$ cat config.mk
export PLATFORM = sky130hd
export DESIGN_NAME = i2c_master_byte_engine_core
export DESIGN_NICKNAME = d
export VERILOG_FILES = /design/src/rtl/core/i2cm_pkg.sv /design/src/rtl/core/i2c_master_byte_engine_core.sv /design/src/rtl/core/i2cm_step.sv
export SDC_FILE = /design/constraint.sdc
export NUM_CORES = 1
export LEC_CHECK = 0
export BUFFER_PORTS_ARGS = -buffer_cell sky130_fd_sc_hd__clkbuf_2
export CORE_UTILIZATION = 50
export CTS_CLUSTER_DIAMETER = 40
export DETAILED_ROUTE_END_ITERATION = 12
export PLACE_DENSITY = 0.76
export SLEW_MARGIN = 20
export SYNTH_ARGS = -nofsm -noshare
export SYNTH_HDL_FRONTEND = slang
export SYNTH_HIERARCHICAL = 1
export SYNTH_SLANG_ARGS = --single-unit
$ cat constraint.sdc
create_clock -name clock -period 8.65 [get_ports clock]
set_input_delay 0.865 -clock clock [delete_from_list [all_inputs] [get_ports clock]]
set_output_delay 0.865 -clock clock [all_outputs]
set_load 0.005 [all_outputs]
$ cat src/rtl/core/i2cm_pkg.sv
package i2cm_pkg;

   // Width of the bus delay counter; the configured delay is cut to this width
   localparam int DELAY_WIDTH = 16;

   localparam logic [15:0] HALF_PERIOD_RESET = 16'd250;
   localparam logic [3:0]  BITS_PER_BYTE     = 4'd8;

   // Request kinds carried in req_tuser
   localparam logic [1:0] REQ_TICK  = 2'd0;
   localparam logic [1:0] REQ_WRITE = 2'd1;
   localparam logic [1:0] REQ_READ  = 2'd2;

   // Bus sequencer phases
   typedef enum logic [3:0] {
      PH_IDLE = 4'd0,
      PH_RS_A = 4'd1,
      PH_RS_B = 4'd2,
      PH_ST_A = 4'd3,
      PH_ST_B = 4'd4,
      PH_WB_A = 4'd5,
      PH_WB_B = 4'd6,
      PH_GAP  = 4'd7,
      PH_RB_A = 4'd8,
      PH_RB_B = 4'd9,
      PH_SP_A = 4'd10,
      PH_SP_B = 4'd11,
      PH_SP_C = 4'd12,
      PH_SP_D = 4'd13,
      PH_SP_E = 4'd14,
      PH_SP_F = 4'd15
   } phase_type;

   // Options latched with a command
   typedef struct packed {
      logic start;
      logic nack;
      logic stop;
      logic read;
   } opts_type;

   // Sequencer state
   typedef struct packed {
      phase_type              phase;
      logic [3:0]             bit_count;
      logic [DELAY_WIDTH-1:0] tick_count;
      logic [7:0]             shift_reg;
      logic                   bus_started;
      logic                   scl_level;
      logic                   sda_level;
      opts_type               opts;
      logic                   ack_latch;
      logic [7:0]             last_read;
   } state_type;

   localparam state_type STATE_RESET = '{
      phase:       PH_IDLE,
      bit_count:   4'd0,
      tick_count:  '0,
      shift_reg:   8'd0,
      bus_started: 1'b0,
      scl_level:   1'b1,
      sda_level:   1'b1,
      opts:        '0,
      ack_latch:   1'b0,
      last_read:   8'd0
   };

   // One input item, unpacked
   typedef struct packed {
      logic [1:0] req_type;
      logic       with_start;
      logic       with_stop;
      logic [7:0] write_data;
      logic       master_nack;
      logic       sda_in;
   } cmd_type;

   // One result item; last member lands in the lowest bits
   typedef struct packed {
      logic       rejected;
      logic [7:0] read_data;
      logic       slave_nack;
      logic       done_res;
      logic       busy_res;
      logic       sda_out;
      logic       scl_out;
   } result_type;

endpackage

$ cat src/rtl/core/i2c_master_byte_engine_core.sv
// I2C master byte engine, standard-mode bit-bang sequencer.
// Each item on the req_ channel is one timer tick. req_tuser says whether the tick
// carries nothing, a write byte or a read byte command; req_tdata carries the
// start/stop options, the byte to send, the master ack bit and the sampled SDA.
// Every accepted item yields exactly one rsp_ item: SCL and SDA levels after the
// tick, busy, done, the slave ack bit of the last write, the last read byte and a
// flag for a command ignored because a transfer was running.
// csr_ writes the half period in ticks; it is always ready. It must be written only
// while the bus is idle; the block itself does not enforce this.
// The result of an item is registered and valid on the cycle after it is accepted.
// Throughput: one item per cycle unless a waiting result is not taken; the tick step
// is a single combinational pass between the state registers and the result register.
// Stall: while a result waits with rsp_tready low, req_tready is low; once the
// result is taken a new item is accepted in that same cycle.
// Reset: sequencer idle, SCL and SDA released, half period 250 ticks, no result.
module i2c_master_byte_engine_core (
   input  logic        clock,
   input  logic        reset,
   // req_tdata: with_start, with_stop, write_data[7:0], master_nack, sda_in, 4'b0
   input  logic        req_tvalid,
   output logic        req_tready,
   input  logic [15:0] req_tdata,
   // req_tuser: req_type[1:0]
   input  logic [1:0]  req_tuser,
   // rsp_tdata: scl_out, sda_out, busy_res, done_res, slave_nack, read_data[7:0],
   //            rejected, 2'b0
   output logic        rsp_tvalid,
   input  logic        rsp_tready,
   output logic [15:0] rsp_tdata,
   input  logic        csr_valid,
   output logic        csr_ready,
   input  logic [15:0] csr_data
);

   logic                             req_fire;
   logic [15:0]                      half_period_ff;
   logic [i2cm_pkg::DELAY_WIDTH-1:0] delay_ticks;
   logic [i2cm_pkg::DELAY_WIDTH-1:0] delay_m1;
   i2cm_pkg::state_type              state_ff;
   i2cm_pkg::state_type              state_in;
   i2cm_pkg::cmd_type                cmd;
   i2cm_pkg::result_type             result_in;
   logic                             step_done;
   logic                             step_rejected;
   logic                             rsp_valid_ff;
   logic [15:0]                      rsp_data_ff;

   assign csr_ready  = 1'b1;
   assign req_tready = !rsp_valid_ff || rsp_tready;
   assign req_fire   = req_tvalid && req_tready;

   // Delay unit: zero counts as one tick
   assign delay_ticks = i2cm_pkg::DELAY_WIDTH'(half_period_ff);
   assign delay_m1    = (delay_ticks == '0) ? '0 : delay_ticks - 1'b1;

   // Unpack the input item
   assign cmd.req_type    = req_tuser;
   assign cmd.with_start  = req_tdata[0];
   assign cmd.with_stop   = req_tdata[1];
   assign cmd.write_data  = req_tdata[9:2];
   assign cmd.master_nack = req_tdata[10];
   assign cmd.sda_in      = req_tdata[11];

   i2cm_step u_step (
      .cur      (state_ff),
      .cmd      (cmd),
      .delay_m1 (delay_m1),
      .nxt      (state_in),
      .done     (step_done),
      .rejected (step_rejected)
   );

   // Result fields
   assign result_in.scl_out    = state_in.scl_level;
   assign result_in.sda_out    = state_in.sda_level;
   assign result_in.busy_res   = (state_in.phase != i2cm_pkg::PH_IDLE);
   assign result_in.done_res   = step_done;
   assign result_in.slave_nack = state_in.ack_latch;
   assign result_in.read_data  = state_in.last_read;
   assign result_in.rejected   = step_rejected;

   // Configuration register
   always_ff @(posedge clock) begin
      if (reset)
         half_period_ff <= i2cm_pkg::HALF_PERIOD_RESET;
      else if (csr_valid && csr_ready)
         half_period_ff <= csr_data;
   end

   // Sequencer state, advanced once per accepted item
   always_ff @(posedge clock) begin
      if (reset)
         state_ff <= i2cm_pkg::STATE_RESET;
      else if (req_fire)
         state_ff <= state_in;
   end

   // Result register
   always_ff @(posedge clock) begin
      if (reset)
         rsp_valid_ff <= 1'b0;
      else if (req_fire)
         rsp_valid_ff <= 1'b1;
      else if (rsp_tready)
         rsp_valid_ff <= 1'b0;
   end

   always_ff @(posedge clock) begin
      if (req_fire)
         rsp_data_ff <= {2'b00, result_in};
   end

   assign rsp_tvalid = rsp_valid_ff;
   assign rsp_tdata  = rsp_data_ff;

   // Checks
   a_fire_gives_result: assert property (@(posedge clock) disable iff (reset)
      req_fire |=> rsp_tvalid)
      else $error("accepted item produced no result");

   a_reject_while_busy: assert property (@(posedge clock) disable iff (reset)
      rsp_tvalid && rsp_tdata[13] |-> rsp_tdata[2])
      else $error("command rejected while sequencer idle");

   a_bit_count_range: assert property (@(posedge clock) disable iff (reset)
      state_ff.bit_count <= i2cm_pkg::BITS_PER_BYTE)
      else $error("bit counter out of range");

endmodule

$ cat src/rtl/core/i2cm_step.sv
// One tick of the bus sequencer: delay countdown, phase advance and command intake
module i2cm_step (
   input  i2cm_pkg::state_type                    cur,
   input  i2cm_pkg::cmd_type                      cmd,
   input  logic [i2cm_pkg::DELAY_WIDTH-1:0]       delay_m1,
   output i2cm_pkg::state_type                    nxt,
   output logic                                   done,
   output logic                                   rejected
);

   i2cm_pkg::state_type s;
   logic                do_finish;
   logic                is_cmd;
   logic                is_read;

   // Enter a phase: reload the delay and apply the pin change of that phase
   function automatic i2cm_pkg::state_type enter_phase(
      input i2cm_pkg::state_type               st,
      input i2cm_pkg::phase_type               p,
      input logic [i2cm_pkg::DELAY_WIDTH-1:0]  dm1
   );
      i2cm_pkg::state_type r;
      r            = st;
      r.phase      = p;
      r.tick_count = dm1;
      unique case (p)
         i2cm_pkg::PH_RS_A: r.sda_level = 1'b1;
         i2cm_pkg::PH_RS_B: r.scl_level = 1'b1;
         i2cm_pkg::PH_ST_A: r.sda_level = 1'b0;
         i2cm_pkg::PH_WB_A: begin
            if (r.bit_count < i2cm_pkg::BITS_PER_BYTE)
               r.sda_level = r.shift_reg[7];
            else
               r.sda_level = r.opts.nack;
         end
         i2cm_pkg::PH_WB_B: r.scl_level = 1'b1;
         i2cm_pkg::PH_RB_A: r.sda_level = 1'b1;
         i2cm_pkg::PH_RB_B: r.scl_level = 1'b1;
         i2cm_pkg::PH_SP_A: r.sda_level = 1'b0;
         i2cm_pkg::PH_SP_C: r.scl_level = 1'b1;
         i2cm_pkg::PH_SP_E: r.sda_level = 1'b1;
         default: ;
      endcase
      return r;
   endfunction

   assign is_read = (cmd.req_type == i2cm_pkg::REQ_READ);
   assign is_cmd  = (cmd.req_type == i2cm_pkg::REQ_WRITE) || is_read;

   always_comb begin
      s         = cur;
      done      = 1'b0;
      rejected  = 1'b0;
      do_finish = 1'b0;

      // Count down the current segment, advance when it runs out
      if (s.phase != i2cm_pkg::PH_IDLE) begin
         if (s.tick_count != '0) begin
            s.tick_count = s.tick_count - 1'b1;
         end else begin
            unique case (s.phase)
               i2cm_pkg::PH_RS_A: s = enter_phase(s, i2cm_pkg::PH_RS_B, delay_m1);
               i2cm_pkg::PH_RS_B: s = enter_phase(s, i2cm_pkg::PH_ST_A, delay_m1);
               i2cm_pkg::PH_ST_A: s = enter_phase(s, i2cm_pkg::PH_ST_B, delay_m1);
               i2cm_pkg::PH_ST_B: begin
                  s.scl_level   = 1'b0;
                  s.bus_started = 1'b1;
                  s = enter_phase(s, s.opts.read ? i2cm_pkg::PH_RB_A : i2cm_pkg::PH_WB_A,
                                  delay_m1);
               end
               i2cm_pkg::PH_WB_A: s = enter_phase(s, i2cm_pkg::PH_WB_B, delay_m1);
               i2cm_pkg::PH_WB_B: begin
                  s.scl_level = 1'b0;
                  if (s.bit_count < i2cm_pkg::BITS_PER_BYTE) begin
                     s.shift_reg = {s.shift_reg[6:0], 1'b0};
                     s.bit_count = s.bit_count + 4'd1;
                     s = enter_phase(s, (s.bit_count < i2cm_pkg::BITS_PER_BYTE) ?
                                     i2cm_pkg::PH_WB_A : i2cm_pkg::PH_GAP, delay_m1);
                  end else begin
                     do_finish = 1'b1;
                  end
               end
               i2cm_pkg::PH_GAP:  s = enter_phase(s, i2cm_pkg::PH_RB_A, delay_m1);
               i2cm_pkg::PH_RB_A: s = enter_phase(s, i2cm_pkg::PH_RB_B, delay_m1);
               i2cm_pkg::PH_RB_B: begin
                  s.scl_level = 1'b0;
                  if (s.bit_count < i2cm_pkg::BITS_PER_BYTE) begin
                     s.shift_reg = {s.shift_reg[6:0], cmd.sda_in};
                     s.bit_count = s.bit_count + 4'd1;
                     if (s.bit_count < i2cm_pkg::BITS_PER_BYTE) begin
                        s = enter_phase(s, i2cm_pkg::PH_RB_A, delay_m1);
                     end else begin
                        // byte complete, master ack bit goes out next
                        s.last_read = s.shift_reg;
                        s = enter_phase(s, i2cm_pkg::PH_WB_A, delay_m1);
                     end
                  end else begin
                     s.ack_latch = cmd.sda_in;
                     do_finish   = 1'b1;
                  end
               end
               i2cm_pkg::PH_SP_A: s = enter_phase(s, i2cm_pkg::PH_SP_B, delay_m1);
               i2cm_pkg::PH_SP_B: s = enter_phase(s, i2cm_pkg::PH_SP_C, delay_m1);
               i2cm_pkg::PH_SP_C: s = enter_phase(s, i2cm_pkg::PH_SP_D, delay_m1);
               i2cm_pkg::PH_SP_D: s = enter_phase(s, i2cm_pkg::PH_SP_E, delay_m1);
               i2cm_pkg::PH_SP_E: s = enter_phase(s, i2cm_pkg::PH_SP_F, delay_m1);
               i2cm_pkg::PH_SP_F: begin
                  s.bus_started = 1'b0;
                  s.phase       = i2cm_pkg::PH_IDLE;
                  done          = 1'b1;
               end
               default: ;
            endcase
         end
      end

      // End of byte: stop sequence or back to idle
      if (do_finish) begin
         if (s.opts.stop) begin
            s = enter_phase(s, i2cm_pkg::PH_SP_A, delay_m1);
         end else begin
            s.phase = i2cm_pkg::PH_IDLE;
            done    = 1'b1;
         end
      end

      // Command intake, also on the completion tick
      if (is_cmd) begin
         if (s.phase == i2cm_pkg::PH_IDLE) begin
            s.opts.read  = is_read;
            s.opts.stop  = cmd.with_stop;
            s.opts.nack  = cmd.master_nack;
            s.opts.start = cmd.with_start;
            s.shift_reg  = is_read ? 8'd0 : cmd.write_data;
            s.bit_count  = 4'd0;
            if (cmd.with_start)
               s = enter_phase(s, s.bus_started ? i2cm_pkg::PH_RS_A : i2cm_pkg::PH_ST_A,
                               delay_m1);
            else
               s = enter_phase(s, is_read ? i2cm_pkg::PH_RB_A : i2cm_pkg::PH_WB_A,
                               delay_m1);
         end else begin
            rejected = 1'b1;
         end
      end

      nxt = s;
   end

endmodule

Word level (Yosys, flattened, before mapping)
Cells that the tools add are included.
{ "word_totals": {"ff_bits": 79, "output_inout_bits": 19, "inputBits": 39, "wordCells": 152} }
{ "classes": {"order_cmp": 2, "reduce_logical": 26, "addsub": 3, "eq_ne": 57, "muxes": 47} }
{ "op_table": {"columns": ["op", "n"], "rows": [
  ["$mux 48", 7],
  ["$eq 4x4->1 const B", 28],
  ["$pmux 15 s6", 1],
  ["$pmux 28 s3", 1],
  ["$pmux 4 s15", 1],
  ["$eq 4x3->1 const B", 12],
  ["$eq 4x2->1 const B", 10],
  ["$mux 40", 1],
  ["$mux 39", 1],
  ["$mux 16", 2],
  ["$sub 16x1->16 const B", 2],
  ["$mux 24", 1],
  ["$mux 8", 3],
  ["$eq 4x1->1 const B", 5],
  ["$reduce_or 4->1", 5],
  ["$mux 1", 19],
  ["$logic_not 16->1", 1],
  ["$reduce_bool 16->1", 1],
  ["$mux 4", 3],
  ["$pmux 1 s3", 4],
  ["$reduce_or 12->1", 1],
  ["$reduce_or 2->1", 6],
  ["$reduce_or 3->1", 4],
  ["$lt 4x4->1 const B", 2],
  ["11 further kinds", 14]
]} }

Depth between registers and ports, before layout
{ "logic_depth": {"word_depth": 20, "depth_mapped": 14, "ltp_nobuf": 11} }

By module
Netlist, hierarchy kept.
{ "modules_own_cells": {"columns": ["module", "area_each_um2", "seq_area_each_um2", "instances", "cells_each"], "rows": [
  ["i2c_master_byte_engine_core", 3046.7, 1721.7, 1, 345],
  ["i2cm_step", 1895.6, 0.0, 1, 270]
]} }

Least setup slack after synthesis
Ideal clock, no wire load.
{ "synth_path": {"kind": "register to register", "startpoint": "register state_ff[24] (netlist bit)", "endpoint": "register rsp_data_ff[2] (netlist: rsp_tdata[2]) (data pin)", "n_path_buf": 2, "period_less_slack_ps": 2738, "path_slack_ps": 5912, "required_ps": 8378, "setup_ps": 272, "stages_incl_launch_ff": 13, "arrival_ps": 2466, "cell_sequence": "dfxtp_1 > inv_1 > ha_1 > nor4b_4 > and4_1 > buf_6 > a21oi_1 > o211ai_2 > or4_4 > buf_6 > inv_2 > a21o_1 > or4_1"} }
{ "synth_rtl": {"columns": ["item", "line", "rtl"], "rows": [
  ["start: declaration", "i2c_master_byte_engine_core.sv:39", "i2cm_pkg::state_type state_ff;"],
  ["start signal: assignment", "i2c_master_byte_engine_core.sv:93", "state_ff <= i2cm_pkg::STATE_RESET;"],
  ["start signal: assignment", "i2c_master_byte_engine_core.sv:95", "state_ff <= state_in;"],
  ["end signal: assignment", "i2c_master_byte_engine_core.sv:110", "rsp_data_ff <= {2'b00, result_in};"],
  ["end: declaration", "i2c_master_byte_engine_core.sv:46", "logic [15:0] rsp_data_ff;"]
]} }

==> results.py <==
metrics = {
    "route": {
        "detailroute.via_count": 4463,
        "route.final.wire_length_mm": 11.67,
        "drt_first_iter_violations": 286,
        "drtPass1Iterations": 5,
        "detail_route.wl_per_cell_um": 15.22,
        "route.detailed.vias_per_inst": 5.819,
        "drtAntennaViolNets": 0,
        "remaining_drc_errors": 0,
    },
    "clock_tree": {
        "largest_buffer_count_on_any_clock_path": 2,
        "worstSkewPairLatency_ns": 0.36,
        "tritoncts.num_buffers": 9,
        "cts_hold_buffers": 0,
        "clock_tree.root_cell": "sky130_fd_sc_hd__clkbuf_8",
        "cts_htree_levels": 3,
        "post-cts-setup-buffers": 0,
        "cts_sinks": 78,
        "tritoncts": "yes",
        "post_cts_resized": 0,
        "clkSlewWorstSetupHoldPaths_ns": 0.09,
    },
    "die": {
        "core_region_area_mm2": 0.009371,
        "die_w_um": 100.9,
        "die-area_mm2": 0.01019,
        "ioPinCount": 58,
        "rows": 35,
        "starting_density_of_the_core_pct": 52.23,
        "die_h_um": 100.9,
    },
    "power": {
        "report.power.total_mw": 1.999,
        "cellPowerDensity_mw_per_mm2": 378.1,
        "power_leakage_nw": 2.036,
        "total_switching_power_mw": 0.9670,
        "clock_power_share_pct": 13.6,
        "p_comb_share_pct": 58.2,
        "power.internal_mw": 1.032,
        "p_seq_share_pct": 28.2,
        "power.ir.vdd_worst_v": 0.0002299,
        "switching_share_pct": 48.39,
    },
    "worst_setup_path": {
        "crit_type": "flop to flop",
        "r2r-start": "state_ff[24]$_SDFFE_PP0P_",
        "setup.worst_path.end_class": "flop",
        "crit_path_max_fanout": 28,
        "critical_path_at_ns": 3.78,
        "max_stage_delay_ns": 0.73,
        "worst_r2r_path_depth": 10,
        "timing.critical_path.buf_inv": 2,
        "startpoint_type": "flop",
        "critical_path.cell_chain": "inv_1 > ha_1 > nor4b_4 > and4_1 > a21oi_1 > o211ai_2 > or4_4 > inv_2 > a21o_1 > or4_1",
        "timing.critical_path.max_delay_family": "simple AND/OR/NAND/NOR gates",
        "critPathSlowestCell": "sky130_fd_sc_hd__and4_1",
        "critPathLaunch": "state_ff[24]$_SDFFE_PP0P_",
        "worstSetupPathDepth": 10,
        "critical_path_required_ns": 8.75,
    },
    "placed_design": {
        "hpwl_reported_at_the_end_of_detailed_placement_mm": 7.820,
        "globalplace.congestion": 0.8572,
        "place_inst": 751,
        "place_area_mm2": 0.005089,
        "placement.setup.worst_slack_ns": 5.056,
        "port-buffer-count": 50,
    },
    "timing": {
        "finalHoldViolCount": 0,
        "min_period_ns": 3.681,
        "tightestPinTransition_ns": 0.9065,
        "fmax_mhz": 271.7,
        "slew-limit-headroom_pct": 39.06,
        "timing.clock.skew_ns": 0.01277,
        "fin_crit_sh_pct": 42.55,
        "setup_tns_ns": 0,
        "rsz0062_at_grt": "no",
        "finalMaxSlewViolations": 0,
        "setup_slack_ns": 4.969,
        "endpoints_failing_setup": 0,
        "hold-worst-slack_ns": 0.4537,
    },
    "grt": {
        "overflow": 0,
        "pin_count_of_the_biggest_net_entering_global_routing": 62,
        "groute.usage.overall_pct": 23.77,
        "antenna_violations_before_repair": 0,
        "grt_pass1_wl_mm": 19.26,
        "first_global_vias": 3946,
    },
    "cells_and_area": {
        "instances_no_fill": 767,
        "final_cell_area_mm2": 0.005285,
        "post_route_cells_drive_above_1_share_pct": 16.14,
        "final_nets": 678,
        "syn_to_final_growth_pct": 7.975,
        "antennaDiodeCount": 0,
        "final_core_utilization_pct": 56.40,
    },
    "synth": {
        "post_synth_instance_area_mm2": 0.004895,
        "post_synth_inst_count": 610,
        "syn_avg_cell_area_um2": 8.024,
        "ys.warnings.count": 6,
    },
    "min_path": {
        "hold_path_depth": 2,
        "hold_path.class": "flop to flop",
        "origin_of_the_worst_min_delay_path": "state_ff[6]$_SDFFE_PP0P_",
    },
    "status": {
        "outcome": "completed",
    },
    "job": {
        "max_cap_violation_count": 0,
    },
}
[layout make-up]
class / instances / area, µm²
fill: 863 / 4086
timing repair buffer: 52 / 265.3
clock buffer: 12 / 166.4
multi-input combinational: 474 / 2893
sequential: 78 / 1702
inverter: 18 / 68.82
clock inverter: 4 / 28.78
tap: 129 / 161.4
[cells in the final DEF (no fill, tap or decap), types with 5 or more instances in the layout]
master and n:
sky130_fd_sc_hd__a21o_1 5, sky130_fd_sc_hd__a21oi_1 79, sky130_fd_sc_hd__a22o_1 9, sky130_fd_sc_hd__clkbuf_2 50, sky130_fd_sc_hd__clkbuf_8 10, sky130_fd_sc_hd__dfxtp_1 64
sky130_fd_sc_hd__edfxtp_1 14, sky130_fd_sc_hd__ha_1 6, sky130_fd_sc_hd__inv_1 15, sky130_fd_sc_hd__mux2_2 11, sky130_fd_sc_hd__mux2i_1 26, sky130_fd_sc_hd__nand2_1 125
sky130_fd_sc_hd__nand2b_1 5, sky130_fd_sc_hd__nand3_1 14, sky130_fd_sc_hd__nand4_1 5, sky130_fd_sc_hd__nor2_1 45, sky130_fd_sc_hd__nor3_1 13, sky130_fd_sc_hd__o21ai_0 20
sky130_fd_sc_hd__or4_1 5, sky130_fd_sc_hd__xnor2_1 8, sky130_fd_sc_hd__xor2_1 10
[routing by layer]
layer	GRT usage [%]	share of wire (%)
met1	32.74	46
met2	37.20	47
met3	4.230	5.4
met4	8.807	1.8
met5	0	0
[power groups by stage]
stage	logic, mW	clock network [mW]	registers [mW]
2_1_floorplan	1.03	0	0.519
3_3_place_gp	1.10	0	0.565
3_5_place_dp	1.12	0	0.570
4_1_cts	1.13	0.277	0.562
5_1_grt	1.27	0.291	0.579
6_report	1.16	0.272	0.564
[worst register-to-register path: stages, from the launching register on]
cell                       delay, ns
sky130_fd_sc_hd__dfxtp_1        0.34
sky130_fd_sc_hd__inv_1          0.16
sky130_fd_sc_hd__ha_1           0.17
sky130_fd_sc_hd__nor4b_4        0.25
sky130_fd_sc_hd__and4_1         0.73
sky130_fd_sc_hd__a21oi_1        0.21
sky130_fd_sc_hd__o211ai_2       0.29
sky130_fd_sc_hd__or4_4          0.39
sky130_fd_sc_hd__inv_2          0.14
sky130_fd_sc_hd__a21o_1         0.19
sky130_fd_sc_hd__or4_1          0.54
[final timing paths]
kind,to,slack [ns]
min reg2reg,state_ff[6]$_SDFFE_PP0P_,0.45
max,rsp_tdata[2]$_DFFE_PP_,4.97
min,state_ff[6]$_SDFFE_PP0P_,0.45
max reg2reg,rsp_tdata[2]$_DFFE_PP_,4.97
[state kept, by name (all words and copies together) (netlist names)]
name and cells:
state_ff 47, delay_ticks 16, rsp_tdata 14, rsp_tvalid 1
No activity file was read; power rests on OpenSTA's default activity.
